$ cat config.mk
export PLATFORM = sky130hd
export DESIGN_NAME = lpht_probe
export DESIGN_NICKNAME = d
export VERILOG_FILES = /design/src/rtl/lpht_pkg.sv /design/src/rtl/lpht_probe.sv
export SDC_FILE = /design/constraint.sdc
export NUM_CORES = 1
export LEC_CHECK = 0
export BUFFER_PORTS_ARGS = -buffer_cell sky130_fd_sc_hd__clkbuf_2
export CORE_AREA = 10 10 185 187
export DETAILED_ROUTE_END_ITERATION = 10
export DIE_AREA = 0 0 195 197
export GPL_ROUTABILITY_DRIVEN = 1
export GPL_TIMING_DRIVEN = 0
export PLACE_DENSITY = 0.71
export RECOVER_POWER = 25
export SETUP_SLACK_MARGIN = 0.4
export SLEW_MARGIN = 5
export SYNTH_ARGS = -nofsm -noshare
export SYNTH_HDL_FRONTEND = slang
export SYNTH_SLANG_ARGS = --single-unit
$ cat constraint.sdc
create_clock -name clk -period 6.3 [get_ports clk]
set_input_delay 1.26 -clock clk [delete_from_list [all_inputs] [get_ports clk]]
set_output_delay 1.26 -clock clk [all_outputs]
set_load 0.02 [all_outputs]
$ cat src/rtl/lpht_pkg.sv
// Package for the linear probing hash table.
// Holds table sizing, status and action codes, item and entry types, and the FSM states.
// No dependencies.
package lpht_pkg;

  localparam int TABLE_SIZE = 64;
  localparam int IDX_W      = $clog2(TABLE_SIZE);
  localparam int KEY_W      = 64;
  localparam int ID_W       = 64;
  localparam int AGE_W      = 7;
  localparam int SLOT_W     = 6;

  typedef enum logic {
    ACT_INSERT = 1'b0,
    ACT_LOOKUP = 1'b1
  } action_t;

  typedef enum logic [1:0] {
    STATUS_OK        = 2'd0,
    STATUS_NOT_FOUND = 2'd1,
    STATUS_FULL      = 2'd2
  } status_t;

  typedef enum logic [1:0] {
    ST_IDLE,
    ST_PROBE,
    ST_CMP,
    ST_EMIT
  } state_t;

  typedef struct packed {
    action_t               action;
    logic [KEY_W-1:0]      key;
    logic [ID_W-1:0]       record_id;
    logic [AGE_W-1:0]      age;
  } req_t;

  typedef struct packed {
    status_t               status;
    logic [SLOT_W-1:0]     slot;
    logic [ID_W-1:0]       found_id;
    logic [AGE_W-1:0]      found_age;
  } res_t;

  typedef struct packed {
    logic [KEY_W-1:0]      key;
    logic [ID_W-1:0]       record_id;
    logic [AGE_W-1:0]      age;
  } entry_t;

  typedef struct packed {
    logic                  we;
    logic [IDX_W-1:0]      addr;
    entry_t                wdata;
  } ram_req_t;

endpackage

$ cat src/rtl/lpht_probe.sv
// Probe sequencer: holds the slot valid bits and walks the probe sequence over the table RAM.
// Depends on lpht_pkg.
module lpht_probe (
  input  logic              clk,
  input  logic              rst_n,
  input  logic              start,
  input  lpht_pkg::req_t    req,
  output logic              busy,
  output logic              res_valid,
  input  logic              res_ready,
  output lpht_pkg::res_t    res,
  output lpht_pkg::ram_req_t ram_req,
  input  lpht_pkg::entry_t  ram_rdata
);

  lpht_pkg::state_t                 state_r, state_nxt;
  lpht_pkg::req_t                   req_r, req_nxt;
  lpht_pkg::res_t                   res_r, res_nxt;
  logic [lpht_pkg::IDX_W-1:0]       idx_r, idx_nxt;
  logic [lpht_pkg::IDX_W-1:0]       home_r, home_nxt;
  logic [lpht_pkg::IDX_W-1:0]       cnt_r, cnt_nxt;
  logic [lpht_pkg::TABLE_SIZE-1:0]  valid_r, valid_nxt;

  logic [15:0]                      home_prod;
  logic [lpht_pkg::IDX_W-1:0]       idx_inc;
  logic                             cur_valid;
  logic                             last_probe;
  logic                             key_hit;
  logic                             is_insert;

  // The table size is a power of two, so the home slot is the low bits of the product.
  assign home_prod  = req.key[7:0] * req.key[15:8];
  assign idx_inc    = (idx_r == lpht_pkg::IDX_W'(lpht_pkg::TABLE_SIZE - 1)) ?
                      '0 : idx_r + lpht_pkg::IDX_W'(1);
  assign cur_valid  = valid_r[idx_r];
  assign last_probe = (cnt_r == lpht_pkg::IDX_W'(lpht_pkg::TABLE_SIZE - 1));
  assign key_hit    = (ram_rdata.key == req_r.key);
  assign is_insert  = (req_r.action == lpht_pkg::ACT_INSERT);

  always_comb begin
    state_nxt = state_r;
    unique case (state_r)
      lpht_pkg::ST_IDLE: begin
        if (start) begin
          state_nxt = lpht_pkg::ST_PROBE;
        end
      end
      lpht_pkg::ST_PROBE: begin
        if (is_insert) begin
          if (!cur_valid || last_probe) begin
            state_nxt = lpht_pkg::ST_EMIT;
          end
        end else if (!cur_valid) begin
          state_nxt = lpht_pkg::ST_EMIT;
        end else begin
          state_nxt = lpht_pkg::ST_CMP;
        end
      end
      lpht_pkg::ST_CMP: begin
        if (key_hit || last_probe) begin
          state_nxt = lpht_pkg::ST_EMIT;
        end else begin
          state_nxt = lpht_pkg::ST_PROBE;
        end
      end
      lpht_pkg::ST_EMIT: begin
        if (res_ready) begin
          state_nxt = lpht_pkg::ST_IDLE;
        end
      end
      default: state_nxt = lpht_pkg::ST_IDLE;
    endcase
  end

  always_comb begin
    busy              = (state_r != lpht_pkg::ST_IDLE);
    res_valid         = (state_r == lpht_pkg::ST_EMIT);
    ram_req.we        = (state_r == lpht_pkg::ST_PROBE) && is_insert && !cur_valid;
    ram_req.addr      = idx_r;
    ram_req.wdata.key       = req_r.key;
    ram_req.wdata.record_id = req_r.record_id;
    ram_req.wdata.age       = req_r.age;
  end

  assign res = res_r;

  always_comb begin
    req_nxt   = req_r;
    res_nxt   = res_r;
    idx_nxt   = idx_r;
    home_nxt  = home_r;
    cnt_nxt   = cnt_r;
    valid_nxt = valid_r;
    case (state_r)
      lpht_pkg::ST_IDLE: begin
        if (start) begin
          req_nxt  = req;
          home_nxt = home_prod[lpht_pkg::IDX_W-1:0];
          idx_nxt  = home_prod[lpht_pkg::IDX_W-1:0];
          cnt_nxt  = '0;
        end
      end
      lpht_pkg::ST_PROBE: begin
        if (is_insert) begin
          if (!cur_valid) begin
            valid_nxt[idx_r] = 1'b1;
            res_nxt = '{status: lpht_pkg::STATUS_OK,
                        slot: lpht_pkg::SLOT_W'(idx_r),
                        found_id: '0, found_age: '0};
          end else if (last_probe) begin
            res_nxt = '{status: lpht_pkg::STATUS_FULL,
                        slot: lpht_pkg::SLOT_W'(home_r),
                        found_id: '0, found_age: '0};
          end else begin
            idx_nxt = idx_inc;
            cnt_nxt = cnt_r + lpht_pkg::IDX_W'(1);
          end
        end else if (!cur_valid) begin
          res_nxt = '{status: lpht_pkg::STATUS_NOT_FOUND,
                      slot: lpht_pkg::SLOT_W'(home_r),
                      found_id: '0, found_age: '0};
        end
      end
      lpht_pkg::ST_CMP: begin
        if (key_hit) begin
          res_nxt = '{status: lpht_pkg::STATUS_OK,
                      slot: lpht_pkg::SLOT_W'(idx_r),
                      found_id: ram_rdata.record_id,
                      found_age: ram_rdata.age};
        end else if (last_probe) begin
          res_nxt = '{status: lpht_pkg::STATUS_NOT_FOUND,
                      slot: lpht_pkg::SLOT_W'(home_r),
                      found_id: '0, found_age: '0};
        end else begin
          idx_nxt = idx_inc;
          cnt_nxt = cnt_r + lpht_pkg::IDX_W'(1);
        end
      end
      default: begin
      end
    endcase
  end

  always_ff @(posedge clk) begin
    if (!rst_n) begin
      state_r <= lpht_pkg::ST_IDLE;
      valid_r <= '0;
    end else begin
      state_r <= state_nxt;
      valid_r <= valid_nxt;
    end
  end

  always_ff @(posedge clk) begin
    req_r  <= req_nxt;
    res_r  <= res_nxt;
    idx_r  <= idx_nxt;
    home_r <= home_nxt;
    cnt_r  <= cnt_nxt;
  end

endmodule

Yosys cells after proc, flatten, opt, wreduce, memory -nomap -nowiden
Index checks and enable logic that the tools add are counted.

Bits in registers: 299. Bits of input ports: 275.

$add $sub $neg: 2. Multipliers: 1. Reduce and logical (&&, ||, !) cells: 15. Equality and inequality tests: 15. Multiplexer cells: 31. Bitwise operators: 3. Magnitude comparators: 2.

Operators by type and width (number): 79-bit 2-to-1 mux (6); 79-bit one-hot mux with 2 select lines (1); 6-bit 2-to-1 mux (11); 64-bit == test (1); 64-bit bitwise OR (1); 6-bit one-hot mux with 3 select lines (2); 6-bit by 1-bit adder with 6-bit output, second input constant (2); 6-bit == test, second input constant (2); 3-bit != test, second input constant (4); 2-bit 2-to-1 mux (5); 8-bit by 8-bit multiplier with 6-bit output (1); 2-bit != test, second input constant (4); 2-bit one-hot mux with 4 select lines (1); 6-bit by 7-bit less-than comparator with 1-bit output, second input constant (1); 1-bit binary-select mux with 6-bit select (1); 1-bit demux with 6-bit select (1); 6-bit by 1-bit >= comparator with 1-bit output, second input constant (1); 3-bit AND reduction (2); 5-bit AND reduction (1); 2-bit == test, second input constant (2); 4-bit AND reduction (1); 2-bit nonzero test (2); 1-bit logical AND (3); 1-bit 2-to-1 mux (3); other kinds (8) (10).

Longest topological paths before layout
Depth in word-level cells: 7. Mapped depth: 15.

Worst setup path after synthesis
OpenSTA, ideal clock, no wires.

Kind: input-to-reg. Start point: input port start. End point: register home_r[0] (netlist name) (enable). Slack: 1.278 ns. Arrival time: 4.505 ns. Path buffers: 0. Cell stages on the path: 1. Library setup time: 0.517 ns. Cells stage by stage: and2_1.

Cells in the longest elaborated chain, start to end: 1.

Ends and longest elaborated chain: start, declared (line lpht_probe.sv:6) `input logic start,`; 2-bit AND reduction (no source line); end signal, assigned (line lpht_probe.sv:158) `home_r <= home_nxt;`; end, declared (line lpht_probe.sv:20) `logic [lpht_pkg::IDX_W-1:0] home_r, home_nxt;`.

No other way between the ends. A chain may end at the register's enable or synchronous reset.

Worst setup path in the final report
Start point: input port ram_rdata[80] (netlist name). End point: register res_r (netlist bit res[0]) (enable).

Cells in the longest elaborated chain, start to end: 3.

Ends and longest elaborated chain: start, declared (line lpht_probe.sv:13) `input lpht_pkg::entry_t ram_rdata`; 64-bit == test (line lpht_probe.sv:37) `assign key_hit = (ram_rdata.key == req_r.key);`; 3-bit != test (no source line); 4-bit AND reduction (no source line); end signal, assigned (line lpht_probe.sv:156) `res_r <= res_nxt;`; end, declared (line lpht_probe.sv:18) `lpht_pkg::res_t res_r, res_nxt;`.

No other way between the ends.

==> impl_metrics.toml <==
[outcome]
status = "finished, violations left"
failed_checks = "capacitance limit, slew limit"

[synthesis]
async_flop_share_pct = 0
ys_top_cells_by_area = "edfxtp_1, dfxtp_1, buf_4, and2_1, nand2_1"
synth_top_area_share_pct = 53.6
ys.warnings.count = 0
synth_edf_count = 233
ys_types = 57
synth_ff_type = "edfxtp_1"
synth_seq_cells = 299
seq_area_frac_synth_pct = 63.8
synth.largest_area_cell = "edfxtp_1"
synth_nets = 1312
syn_inst = 1017
syn_area_sq_um = 13000
postSynthAreaPerCell_sq_um = 12.8

[sta]
slew-limit-headroom_pct = -103
hold_viol_final = 0
setup_violations = 0
hold_ws_ps = 449
max_slew.worst_pin.slew_ps = 3050
min_period_ps = 4500
fmax_ghz = 0.222
period_share_pct = 71.4
finClkSkew_ps = 19.1
setup_ws_ps = 1800
grt_setup_unrepaired = "false"
finalMaxSlewViolations = 43

[clock_tree]
cts_resized = 0
cts-htree-levels = 2
cts_num_sinks = 299
cts_tree = "yes"
clockBufferDepth = 3
clk_latency_ps = 500
numCtsBuffers = 35
postCtsHoldBufs = 0
clk_pin_slew_worst_paths_ps = 50
cts_setup_buffers = 0
cts_root_buf = "clkbuf_16"

[critical_path]
crit_buf_inv = 3
crit_path_end_kind = "flip-flop"
critPathTopFamily = "simple AND/OR/NAND/NOR gates"
path_max_fanout = 40
cp_slowest_cell = "nor3_1"
path_class = "in -> reg"
cpPeakStageDelay_ps = 790
cp_cell_sequence = "clkbuf_2, nand2b_1, o2111ai_1, nor4_1, nand3_1, nor3_1, clkbuf_1, o22a_4, buf_12"
cp.arrival_ps = 4680
required_ps = 6480
critical_path.startpoint_type = "primary input"

[global_routing]
grt_pass1_wl_mm = 62.8
grt_max_degree = 52
grt_pass1_vias = 9871
grt_overflow = 0
grtUsageTotal_pct = 21.3
grt_antenna_before_repair = 4

[finish]
layout.cells.non_filler = 1976
most-common-layout-cells = "clkbuf_2, edfxtp_1, buf_4"
finalNetCount = 1849
drive_gt1_share_pct = 44.3
design_area_sq_um = 17300
area_growth_pct = 32.2
layout_commonest_cell = "clkbuf_2"

[placement]
port_buffers = 497
placedCellCount = 1913
place_ws_ps = 1100
placed_area_sq_um = 16100
dp_hpwl_mm = 34.4
place.gp.congestion = 0.899

[floorplan]
pin_count = 498
num_rows = 64
die_area_sq_um = 38400
core_area_sq_um = 30400
die_y_um = 197
die_w_um = 195
start_util_pct = 42.9

[routing]
wirelength_mm = 42.8
via_per_inst = 4.88
drtIter0Drc = 564
drcViolationCount = 0
vias = 9641
drtAntennaViolNets = 0
wl_per_cell_um = 21.6
drt_pass1_iterations = 7

[power]
vdd_ir_drop_max_mv = 0.242
power.density_nw_per_um2 = 450
p_leak_nw = 7.40

[run]
cap_violations = 1

[hold_path]
min_path_type = "reg -> reg"
## worst register-to-register path: stages, from the launching register on
cell and delay, ps:
dfxtp_1 490, ha_1 420, nand3_1 120, nor4_1 460
nand4_1 310, nor3_1 800, clkbuf_1 490, o22a_4 640
buf_12 310
## cells in the mapped netlist, types with 7 or more instances
| cell | n |
|---|---|
| mux2i_1 | 14 |
| nand3_1 | 24 |
| o22ai_1 | 8 |
| xnor2_1 | 37 |
| buf_4 | 138 |
| dfxtp_1 | 66 |
| and2_1 | 78 |
| nor2b_1 | 9 |
| xor2_1 | 26 |
| o21ai_0 | 62 |
| nand2_1 | 99 |
| mux2_2 | 9 |
| nand4_1 | 12 |
| ha_1 | 15 |
| inv_1 | 33 |
| nand2b_1 | 8 |
| mux4_2 | 7 |
| nor2_1 | 16 |
| o21ai_1 | 12 |
| clkbuf_1 | 25 |
| edfxtp_1 | 233 |
| nor4_1 | 9 |
## layer usage
layer	part of all wire, %	track usage, %
met1	38	24.8
met2	51	37.5
met3	8.9	6.91
met4	1.9	5.26
met5	0.054	0
## area by class of cell
class | count | area [sq um]
fillers | 2586 | 13200
flip-flops and latches | 299 | 8320
multi-input cells | 516 | 3450
repair buffers | 500 | 2540
plain buffers | 169 | 1160
clock buffers | 47 | 983
well taps | 396 | 495
clock inverters | 14 | 174
inverters | 33 | 124
diodes | 2 | 5.00
## logic make-up after synthesis
kind of cell	Yosys count	share of synthesized area (%)
AOI/OAI and AO/OA	124	5.70
and+or+nand+nor	279	11.2
adders and majority gates	20	2.21
buffers and inverters	202	9.84
DFF	299	63.8
xor gates and xnor gates	63	4.23
muxes	30	3.06
## final timing paths
check                                    to  slack, ps  cells past startpoint     startpoint
worst min-delay path            valid_r[20]        450                      2    valid_r[20]
worst min register to register  valid_r[20]        450                      2    valid_r[20]
worst max-delay path                 res[0]       1800                      9  ram_rdata[80]
worst max register to register       res[0]       1910                      8     state_r[1]
## metrics by stage
stage	setup TNS (ps)	total power [mW]	utilization [%]
after floorplan	0	4.76	-
final	0	7.76	56.7
after global routing	0	8.13	56.7
after CTS	0	7.83	56.8
after global placement	-111600	5.77	52.7
after detailed placement	0	5.78	53.0
## flip-flops by register name, indices dropped and copies added (netlist names)
signal / flops
cnt_r: 6
res: 79
ram_req: 135
state_r: 2
idx_r: 6
valid_r: 64
home_r: 6
req_r: 1
## report_power, final
part	internal [mW]	total, mW	switching [mW]
combinational	0.924	2.68	1.75
sequential	2.82	3.06	0.237
clock	1.26	2.03	0.769
Note: power is estimated with default switching activity, not from simulation.
