==> src/rtl/lpht_ram.sv <==
// Generic single-clock RAM with one write port and one registered read port.
// No dependencies.
module lpht_ram #(
  parameter int WIDTH = 8,
  parameter int DEPTH = 64
) (
  input  logic                       clk,
  input  logic                       we,
  input  logic [$clog2(DEPTH)-1:0]   waddr,
  input  logic [WIDTH-1:0]           wdata,
  input  logic [$clog2(DEPTH)-1:0]   raddr,
  output logic [WIDTH-1:0]           rdata
);

  logic [WIDTH-1:0] mem [DEPTH];
  logic [WIDTH-1:0] rdata_r;

  always_ff @(posedge clk) begin
    if (we) begin
      mem[waddr] <= wdata;
    end
    rdata_r <= mem[raddr];
  end

  assign rdata = rdata_r;

endmodule

==> config.mk <==
export PLATFORM = sky130hd
export DESIGN_NAME = lpht_ram
export DESIGN_NICKNAME = d
export VERILOG_FILES = /design/src/rtl/lpht_ram.sv
export SDC_FILE = /design/constraint.sdc
export NUM_CORES = 1
export LEC_CHECK = 0
export ABC_AREA = 1
export BUFFER_PORTS_ARGS = -buffer_cell sky130_fd_sc_hd__buf_2
export CAP_MARGIN = 20
export CORE_MARGIN = 2
export CORE_UTILIZATION = 30
export CTS_CLUSTER_DIAMETER = 200
export DETAILED_ROUTE_END_ITERATION = 7
export PLACE_DENSITY = 0.56
export SYNTH_ARGS = -nofsm -noshare
export SYNTH_HDL_FRONTEND = slang
export SYNTH_SLANG_ARGS = --single-unit
==> constraint.sdc <==
create_clock -name clk -period 5.4 [get_ports clk]
set_input_delay 0.54 -clock clk [delete_from_list [all_inputs] [get_ports clk]]
set_output_delay 0.54 -clock clk [all_outputs]
set_load 0.01 [all_outputs]
### Word level (Yosys, flattened, before mapping)

Memories as Yosys holds them, arrays and structs flattened. A register that Yosys moved wholly into a read port is not among the register bits.
Cells that the tools add are included.

* bits in writable memories: 512
* output and inout port bits: 8
* bits in registers: 0
* word-level logic and storage cells: 3
* input bits: 22
* memories kept: 1

* mux-type cells: 2

Memories
* mem: words 64, width 8, rd ports 1, clocked after Yosys merged registers in 1, write ports 1, RTL line 15 `logic [WIDTH-1:0] mem [DEPTH];`

Operators with widths (number)
* $mux 1: 2

### Longest topological paths before layout

Gate-level depths: netlist (run 1).

* depth after elaboration: 2
* gate-level depth with buffers: 12
* gate-level depth less buffers: 9

### Worst setup path before layout (run 1)

OpenSTA, ideal clock, no wires.

* path kind: in2reg
* from: input port we
* to: memory mem[48][0], enable pin
* arrival time: 1.911 ns
* path buffers: 1
* setup time: 0.395 ns
* required time: 5.005 ns
* stages: 3
* setup slack: 3.094 ns
* path through: clkbuf_1 nand4_1 nor4_1

* cells in the longest elaborated chain, start to end: 2

RTL lines
* start: declaration: RTL line 8 `input logic we,`
* $mux 1: RTL line 19 `if (we) begin`
* $mux 1 (not written as such): RTL line 20 `mem[waddr] <= wdata;`
* end: declaration: RTL line 15

No other way between the ends.

==> impl_metrics.toml, run 1 <==
[detailed_routing]
vias = 13600
ant_nets = 0
met1_length_mm = 24.6
top_layer = "met5"
wl_per_cell_um = 19.6
drt_wl_total_mm = 54.5
dr_wl_met2_mm = 24.6
drt_iter0_drc = 1557
drc = 0
drtPass1Iterations = 5
detail_route.vias_per_cell = 4.90
wl_met3_mm = 4.36

[timing]
skew_ps = 22.2
worst_slew_pin_slew_ps = 1070
finalSetupTns_ps = 0
fin_crit_sh_pct = 50.7
finalSetupViolations = 0
maxSlewHeadroom_pct = 28.9
hold_viol = 0
report.final.slew_viol_count = 0
rsz0062_at_grt = "false"
clock.fmax_mhz = 366
post-route-min-period_ps = 2740
setup_ws_ps = 2660

[pwr]
switchingPower_w = 0.00189
powerDensity_nw_per_um2 = 355
total_power_w = 0.00840
ir_drop_mv = 0.195
p_comb_share_pct = 6.1
internal_power_w = 0.00651
p_clk_share_pct = 40.5
power.share.switching_pct = 22.5
p_leak_nw = 8.29
seq_power_share_pct = 53.4

[hold_path]
min_path_cells = 3
hp-class = "input port to flop"
hold_start = "raddr[5]"

[die]
die_y_um = 271
core_region_area_um2 = 70300
start_util_pct = 30.4
die-area_um2 = 73300
io_pins = 30
die_w_um = 271
rows = 97

[synth]
synth_top_area_cell = "edfxtp_1"
synth_edf_count = 512
ys_top_cells_by_count = "nand2_1, edfxtp_1, nand3_1, nor2_1, buf_2"
ys_seq_elements = 520
syn_inst = 1805
synth_top_area_share_pct = 72.0
syn_area_per_cell_um2 = 11.8
synth_ff_type = "edfxtp_1"
synth_seq_area_share_pct = 72.8
synth.distinct_cells = 16
synth.most_common_cell = "nand2_1"
syn_nets = 1827
async_flop_share_pct = 0
synth_area_leaders = "edfxtp_1, nand2_1, nand3_1"
ys.warnings.count = 0
syn_area_um2 = 21300

[cts]
path_clk_slew_ps = 60
root_buffer = "clkbuf_16"
cts_buffers = 53
cts_tree = "done"
clockBufferDepth = 3
clk_latency_ps = 590
hold_buffers = 0
h-tree-depth = 2
postCtsSetupBuffers = 0
cts_num_sinks = 520
cts-resized-gates = 0

[placed_design]
dpl_cell_area_um2 = 22100
dp_hpwl_mm = 30.2
globalplace.congestion = 0.817
post-place-ws_ps = 1970
port_buffers = 29

[global_route]
grt_pass1_wl_mm = 83.1
grt_max_degree = 165
first_global_vias = 13000
grt-ovfl-total = 0
antenna_found_initial = 3
grt_use_total_pct = 14.8

[layout]
n_antenna_cell = 0
drive_gt1_share_pct = 6.95
final_util_pct = 33.7
area_growth_pct = 11.0
num-nets-final = 1824
stdcell_area_um2 = 23700

[worst_setup_path]
cp.arrival_ps = 3250
endpoint_kind = "flop"
cp-start-kind = "input port"
reg2reg_to = "rdata[2]"
regToRegSetupSlack_ps = 3930
crit_end = "rdata[2]"
cp.required_ps = 5920
path_max_fanout = 79
critPathKind = "input port to flop"
cp-startpoint = "raddr[1]"
rr_worst_depth = 8
reg2reg_from = "mem[36][2]"

[status]
status = "finished clean"

[job]
maxCapViolations = 0
## flip-flops by register name, indices dropped and copies added, names as in the netlist
register	flops
mem	512
rdata	8
## routing by layer
layer | global-route usage [%] | vias up
met1 | 21.7 | 6709
met4 | 3.27 | 2
met2 | 22.7 | 508
li1 | - | 6339
met5 | 0 | -
met3 | 2.80 | 63
## power by group through the flow
stage                     Sequential, W  Combinational, W  Clock, W
final                           0.00448          0.000511   0.00340
after global routing            0.00448          0.000570   0.00364
after CTS                       0.00448          0.000516   0.00348
after detailed placement        0.00457          0.000514         0
after global placement          0.00457          0.000507         0
after floorplan                 0.00456          0.000314         0
## through the flow
step | hold slack (ps) | instances
after floorplan | 639 | 1805
after global placement | 803 | 2686
after detailed placement | 794 | 2687
after CTS | 300 | 2782
after global routing | 327 | 2782
final | 328 | 2782
## worst min path at each step
stage / slack (ps) / to
floorplan: 640 / mem[0][0]
global placement: 800 / rdata[4]
detailed placement: 790 / rdata[3]
CTS: 300 / rdata[0]
global route: 330 / rdata[5]
finish: 330 / rdata[0]
## critical path, cell delays in order
cell	delay, ps
buf_4	730
inv_4	610
buf_12	420
nand3_1	120
nand3_1	80
nand2_1	150
nand2_1	70
nand3_1	70
nand3_1	210
nand2_1	150
## final cells by class
type                       instances  area [um^2]
timing repair buffer              55          397
sequential                       520        15500
inverter                          12         55.1
clock buffer                      72         1410
clock inverter                    23          168
fill                            6902        46600
tap                              940         1180
multi-input combinational       1160         4950
## logic make-up after synthesis
kind of cell           after synthesis  synth area share (%)
buffers and inverters              125                  4.02
AND/OR/NAND/NOR                   1160                  23.2
flip-flops                         520                  72.8
## cells in the final DEF, fill, tap and decap left out, drive strengths merged
cell type    n
nand2      648
edfxtp     512
nand3      439
clkbuf      73
nor2        56
buf         54
clkinv      18
inv         15
nand4        9
nor4         8
dfxtp        8
bufinv       2
Power figures use the tool's default switching activity.
==> inputs of run 2 (changes only) <==
ABC_AREA = 0   (was 1)
PLACE_DENSITY = 0.57   (was 0.56)
clock period = 2.5 ns   (was 5.4 ns; I/O delays follow)
==> run 2 against run 1 <==
  * Area after synthesis decreased by 5.5%
  * Total power up 120%
  * Non-clock buffer count is 97 higher
  * Critical path type is now flop to flop
  * Sequential power increased by 120%
  * Via count down 27%
  * Die area decreased by 5.4%
  * Synthesized cell count is 48% lower
  * Combinational power increased by 88%
  * Highest routed layer unchanged
  * Sequential share of layout area down 0.58 points
  * Clock skew fell by 13 ps
  * Final cell count shrank 27%
  * Worst setup slack got worse by 2200 ps
==> impl_metrics.toml, run 2 <==
[status]
status = "finished clean"

[layout]
mostFrequentLayoutCells = "edfxtp_1, mux4_2, buf_4, nor2_1, clkbuf_16"
final_util_pct = 35.8
fillCellCount = 6186
largest_register_ffs = 512
final_cells = 2017
top_register = "mem"
num-nets-final = 1118
final_common_cell = "edfxtp_1"
area_growth_pct = 18.5
drive_gt1_share_pct = 32.7
stdcell_area_um2 = 23900

[timing]
worst_slew_pin_slew_ps = 991
fin_crit_sh_pct = 83.0
finalSetupViolations = 0
clock.fmax_mhz = 482
skew_ps = 9.36
report.final.slew_viol_count = 0
maxSlewHeadroom_pct = 34.0
hold_viol = 0
rsz0062_at_grt = "false"
post-route-min-period_ps = 2080

[pwr]
internal_power_w = 0.0148
p_clk_share_pct = 43.0
power.share.switching_pct = 20.7
powerDensity_nw_per_um2 = 782
seq_power_share_pct = 51.9
ir_drop_mv = 0.662
switchingPower_w = 0.00387
p_comb_share_pct = 5.1
p_leak_nw = 7.61

[die]
start_util_pct = 30.2
die_y_um = 263
io_pins = 30
core_region_area_um2 = 66800
rows = 95
die_w_um = 263
die-area_um2 = 69300

[worst_setup_path]
path_buf_inv = 0
critPathKind = "flop to flop"
path_delay_family = "multiplexers"
crit_slowest_cell = "o311ai_1"
cp.arrival_ps = 2530
cp-start-kind = "flop"
path_max_fanout = 1
endpoint_kind = "flop"
cp.required_ps = 2950
worstPathCellList = "mux4_2, mux2_2, o311ai_1, nand2_1"
cpPeakStageDelay_ps = 690

[synth]
syn_area_um2 = 20200
syn_area_per_cell_um2 = 21.5
synth_top_area_cell = "edfxtp_1"
synth_edf_count = 512
synth.most_common_cell = "edfxtp_1"
synth_top_area_share_pct = 76.2
synth_ff_type = "edfxtp_1"
synth_seq_area_share_pct = 77.0
syn_nets = 962
ys_top_cells_by_count = "edfxtp_1, mux4_2, nor2_1, mux2i_1, nand2_1"
synth.distinct_cells = 40
syn_inst = 940
synth_area_leaders = "edfxtp_1, mux4_2, nor2_1"
ys.warnings.count = 0
async_flop_share_pct = 0
ys_seq_elements = 520

[cts]
cts_buffers = 53
path_clk_slew_ps = 60
postCtsSetupBuffers = 0
clockBufferDepth = 3
clk_latency_ps = 590
cts_num_sinks = 520
hold_buffers = 0
cts-resized-gates = 0
root_buffer = "clkbuf_16"
cts_tree = "done"
h-tree-depth = 2

[placed_design]
port_buffers = 29
dp_hpwl_mm = 30.3
placedCellCount = 1914
dpl_cell_area_um2 = 22100
globalplace.congestion = 0.817

[global_route]
grt-ovfl-total = 0
grt_max_degree = 65
first_global_vias = 10200
antenna_found_initial = 7
grt_pass1_wl_mm = 69.3
grt_use_total_pct = 13.6

[hold_path]
hp-class = "input port to flop"

[detailed_routing]
wl_per_cell_um = 23.3
drtPass1Iterations = 7
vias = 9927
drc = 0
drt_iter0_drc = 1013
drt_wl_total_mm = 47.0
ant_nets = 0
detail_route.vias_per_cell = 4.92

[job]
maxCapViolations = 0
==> run 2: changes by cell type in the layout (fill, tap and decap cells not counted), moves of 13 or more <==
cell / change
nand2_1: -629
nand3_1: -426
mux4_2: +126
buf_4: +94
nor2_1: +27
mux2i_1: +23
nor2b_1: +14
mux2_2: +13
==> run 2: power groups by stage <==
stage	logic [W]	registers, W	clock network, W
floorplan	0.000514	0.00986	0
global placement	0.000960	0.00987	0
detailed placement	0.000971	0.00987	0
CTS	0.000975	0.00969	0.00820
global route	0.00103	0.00969	0.00857
finish	0.000961	0.00969	0.00803
==> run 2: metrics by stage <==
step	power [W]	setup slack (ps)	hold WS, ps	TNS [ps]
global route	0.0193	374	165	0
CTS	0.0189	432	131	0
floorplan	0.0104	582	349	0
finish	0.0187	425	172	0
global placement	0.0108	-234	711	-251
detailed placement	0.0108	-164	700	-190
==> run 2: area by class of cell <==
type	count	area, um^2	area share [%]
antenna	3	7.51	0.0314
clock buffer	69	1480	6.19
clock inverter	31	298	1.25
multi-input combinational	369	4320	18.1
sequential	520	15500	65.0
tap	873	1090	4.57
timing repair buffer	152	1170	4.90
==> run 2: worst reg2reg max path, cell delays in order, from the launching register on <==
cell      delay (ps)
edfxtp_1         360
mux4_2           460
mux2_2           320
o311ai_1         700
nand2_1          110
==> run 2: routing by layer <==
layer / global-route usage [%] / up-vias / part of all wire (%)
met2: 21.6 / 325 / 47
li1: - / 4250 / -
met4: 3.66 / 6 / 2.0
met3: 2.98 / 70 / 7.3
met5: 0 / - / 0.064
met1: 18.9 / 5276 / 44
==> run 2: worst paths after layout <==
kind                            cells after the start  slack [ps]         end  startpoint
worst min register to register                      3         870    rdata[4]  mem[30][4]
worst max-delay path                                4         420    rdata[7]   mem[7][7]
worst min-delay path                                1         170  mem[21][0]    wdata[0]
worst max register to register                      4         420    rdata[7]   mem[7][7]
==> run 2: cells by family (layout without fill, tap and decap cells) <==
logic type	Yosys count	in the layout	share of synthesized area, %
flops	520	520	77.0
other cells	0	3	0
mux	162	162	15.9
buf+inv	51	252	1.57
simple gates	153	153	3.39
compound gates	54	54	2.07
==> inputs of run 3 (changes only) <==
clock period = 1.8 ns   (was 2.5 ns; I/O delays follow)
==> run 3 against run 2 <==
  * The run now ends with negative setup slack left
  * Via count increased by 1.9%
  * Clock power increased by 37%
  * Hold slack got worse by 110 ps
  * Global-route usage increased by 0.49 points
  * Critical path depth increased by 2
  * Total power increased by 39%
  * Fmax increased by 8.4%
  * Clock skew increased by 7.3 ps
  * Sequential power increased by 38%
  * Sequential share of layout area decreased by 1.6 points
  * Combinational power increased by 58%
  * Critical path type unchanged
==> impl_metrics.toml, run 3 (synthesis gave the netlist of run 2 again) <==
[detailed_routing]
drt_iter0_drc = 1190
drc = 0
met1_length_mm = 21.4
dr_wl_met2_mm = 22.7
ant_nets = 0
top_layer = "met5"
drt_wl_total_mm = 48.6
vias = 10100
detail_route.vias_per_cell = 4.92
wl_per_cell_um = 23.6
wl_met3_mm = 3.32
drtPass1Iterations = 5

[timing]
setup_ws_ps = -114
rsz0062_at_grt = "true"
fin_crit_sh_pct = 106
clock.fmax_mhz = 522
post-route-min-period_ps = 1910
hold_viol = 0
worst_slew_pin_slew_ps = 784
skew_ps = 16.6
finalSetupTns_ps = -159
report.final.slew_viol_count = 0
finalSetupViolations = 3
maxSlewHeadroom_pct = 47.7

[layout]
drive_gt1_share_pct = 37.4
top_register = "mem"
largest_register_ffs = 512
fillCellCount = 6089
num-nets-final = 1163
seqCellArea_um2 = 15500
final_common_cell = "edfxtp_1"
mostFrequentLayoutCells = "edfxtp_1, buf_4, mux4_2, nor2_1, clkbuf_16"
multi_input_area_um2 = 4490
final_util_pct = 36.7
area_growth_pct = 21.5
n_antenna_cell = 0

[global_route]
antenna_found_initial = 1
grt_use_total_pct = 14.1
first_global_vias = 10400
grt_pass1_wl_mm = 71.3
grt_max_degree = 65
grt-ovfl-total = 0

[pwr]
powerDensity_nw_per_um2 = 1060
total_power_w = 0.0260
ir_drop_mv = 0.565
p_leak_nw = 7.92

[worst_setup_path]
cpPeakStageDelay_ps = 460
crit_cells = 6
cp.required_ps = 2260
path_max_fanout = 1
rr_worst_depth = 6
critPathKind = "flop to flop"
path_delay_family = "multiplexers"
crit_slowest_cell = "mux4_2"
worstPathCellList = "mux4_2, mux2_4, o221a_4, nor3_4, buf_6, o32ai_2"
cp-start-kind = "flop"
endpoint_kind = "flop"
path_buf_inv = 1
cp.arrival_ps = 2370

[hold_path]
min_path_cells = 1
hp-class = "input port to flop"

[die]
io_pins = 30
die_y_um = 263
rows = 95
die-area_um2 = 69300
die_w_um = 263
start_util_pct = 30.2
core_region_area_um2 = 66800

[cts]
clk_latency_ps = 590
root_buffer = "clkbuf_16"
cts_buffers = 53
h-tree-depth = 2
clockBufferDepth = 3
postCtsSetupBuffers = 0
cts_tree = "done"
cts_num_sinks = 520
path_clk_slew_ps = 60

[status]
violations = "negative setup slack"
status = "finished, violations left"

[placed_design]
dp_hpwl_mm = 31.4
globalplace.congestion = 0.793
port_buffers = 29

[job]
maxCapViolations = 0
[run 3: changes by cell type in the layout (fill, tap and decap cells not counted), sizes merged]
cell | before | now
clkbuf | 70 | 62
clkinvlp | 1 | 4
inv | 1 | 2
bufinv | 6 | 7
buf | 151 | 196
diode | 3 | 0
[run 3: layout make-up]
| type | instances | share of cell area (%) |
|---|---|---|
| clock inverter | 36 | 1.58 |
| multi-input combinational | 369 | 18.3 |
| timing repair buffer | 197 | 6.65 |
| sequential | 520 | 63.4 |
| tap | 873 | 4.46 |
| clock buffer | 61 | 5.58 |
[run 3: report_power, final]
part | total [W] | internal, W | leakage (nW) | switching, W
clock network | 0.0110 | 0.00647 | 0.859 | 0.00455
registers | 0.0134 | 0.0134 | 4.67 | 0.0000373
logic | 0.00152 | 0.000655 | 2.39 | 0.000869
[run 3: final timing paths]
check / to / startpoint / slack (ps)
setup / recovery: rdata[4] / mem[21][4] / -110
hold / removal: mem[39][2] / wdata[2] / 70
hold reg to reg: rdata[6] / mem[30][6] / 830
setup reg to reg: rdata[4] / mem[21][4] / -110
[run 3: routing by layer]
metal,vias to the layer above,GRT usage (%)
met5,-,0
met4,2,3.75
met3,79,2.96
met2,355,22.5
met1,5340,19.6
li1,4338,-
[run 3: through the flow]
| step | hold slack, ps | cells | setup slack, ps | instance area, um^2 |
|---|---|---|---|---|
| final | 66.6 | 2056 | -114 | 24500 |
| after global routing | 69.2 | 2056 | -189 | 24500 |
| after CTS | 50.8 | 2057 | -148 | 24500 |
| after detailed placement | 601 | 1960 | -568 | 22600 |
| after global placement | 608 | 1959 | -526 | 22600 |
| after floorplan | 279 | 940 | 12.1 | 20200 |
[run 3: what timing repair did]
| item | in CTS | in global routing |
|---|---|---|
| endpoints found under the setup margin | 8 | 8 |
| hold buffers | 0 | 0 |
| gates resized for setup | 28 | 8 |
| pin swaps | 10 | 3 |
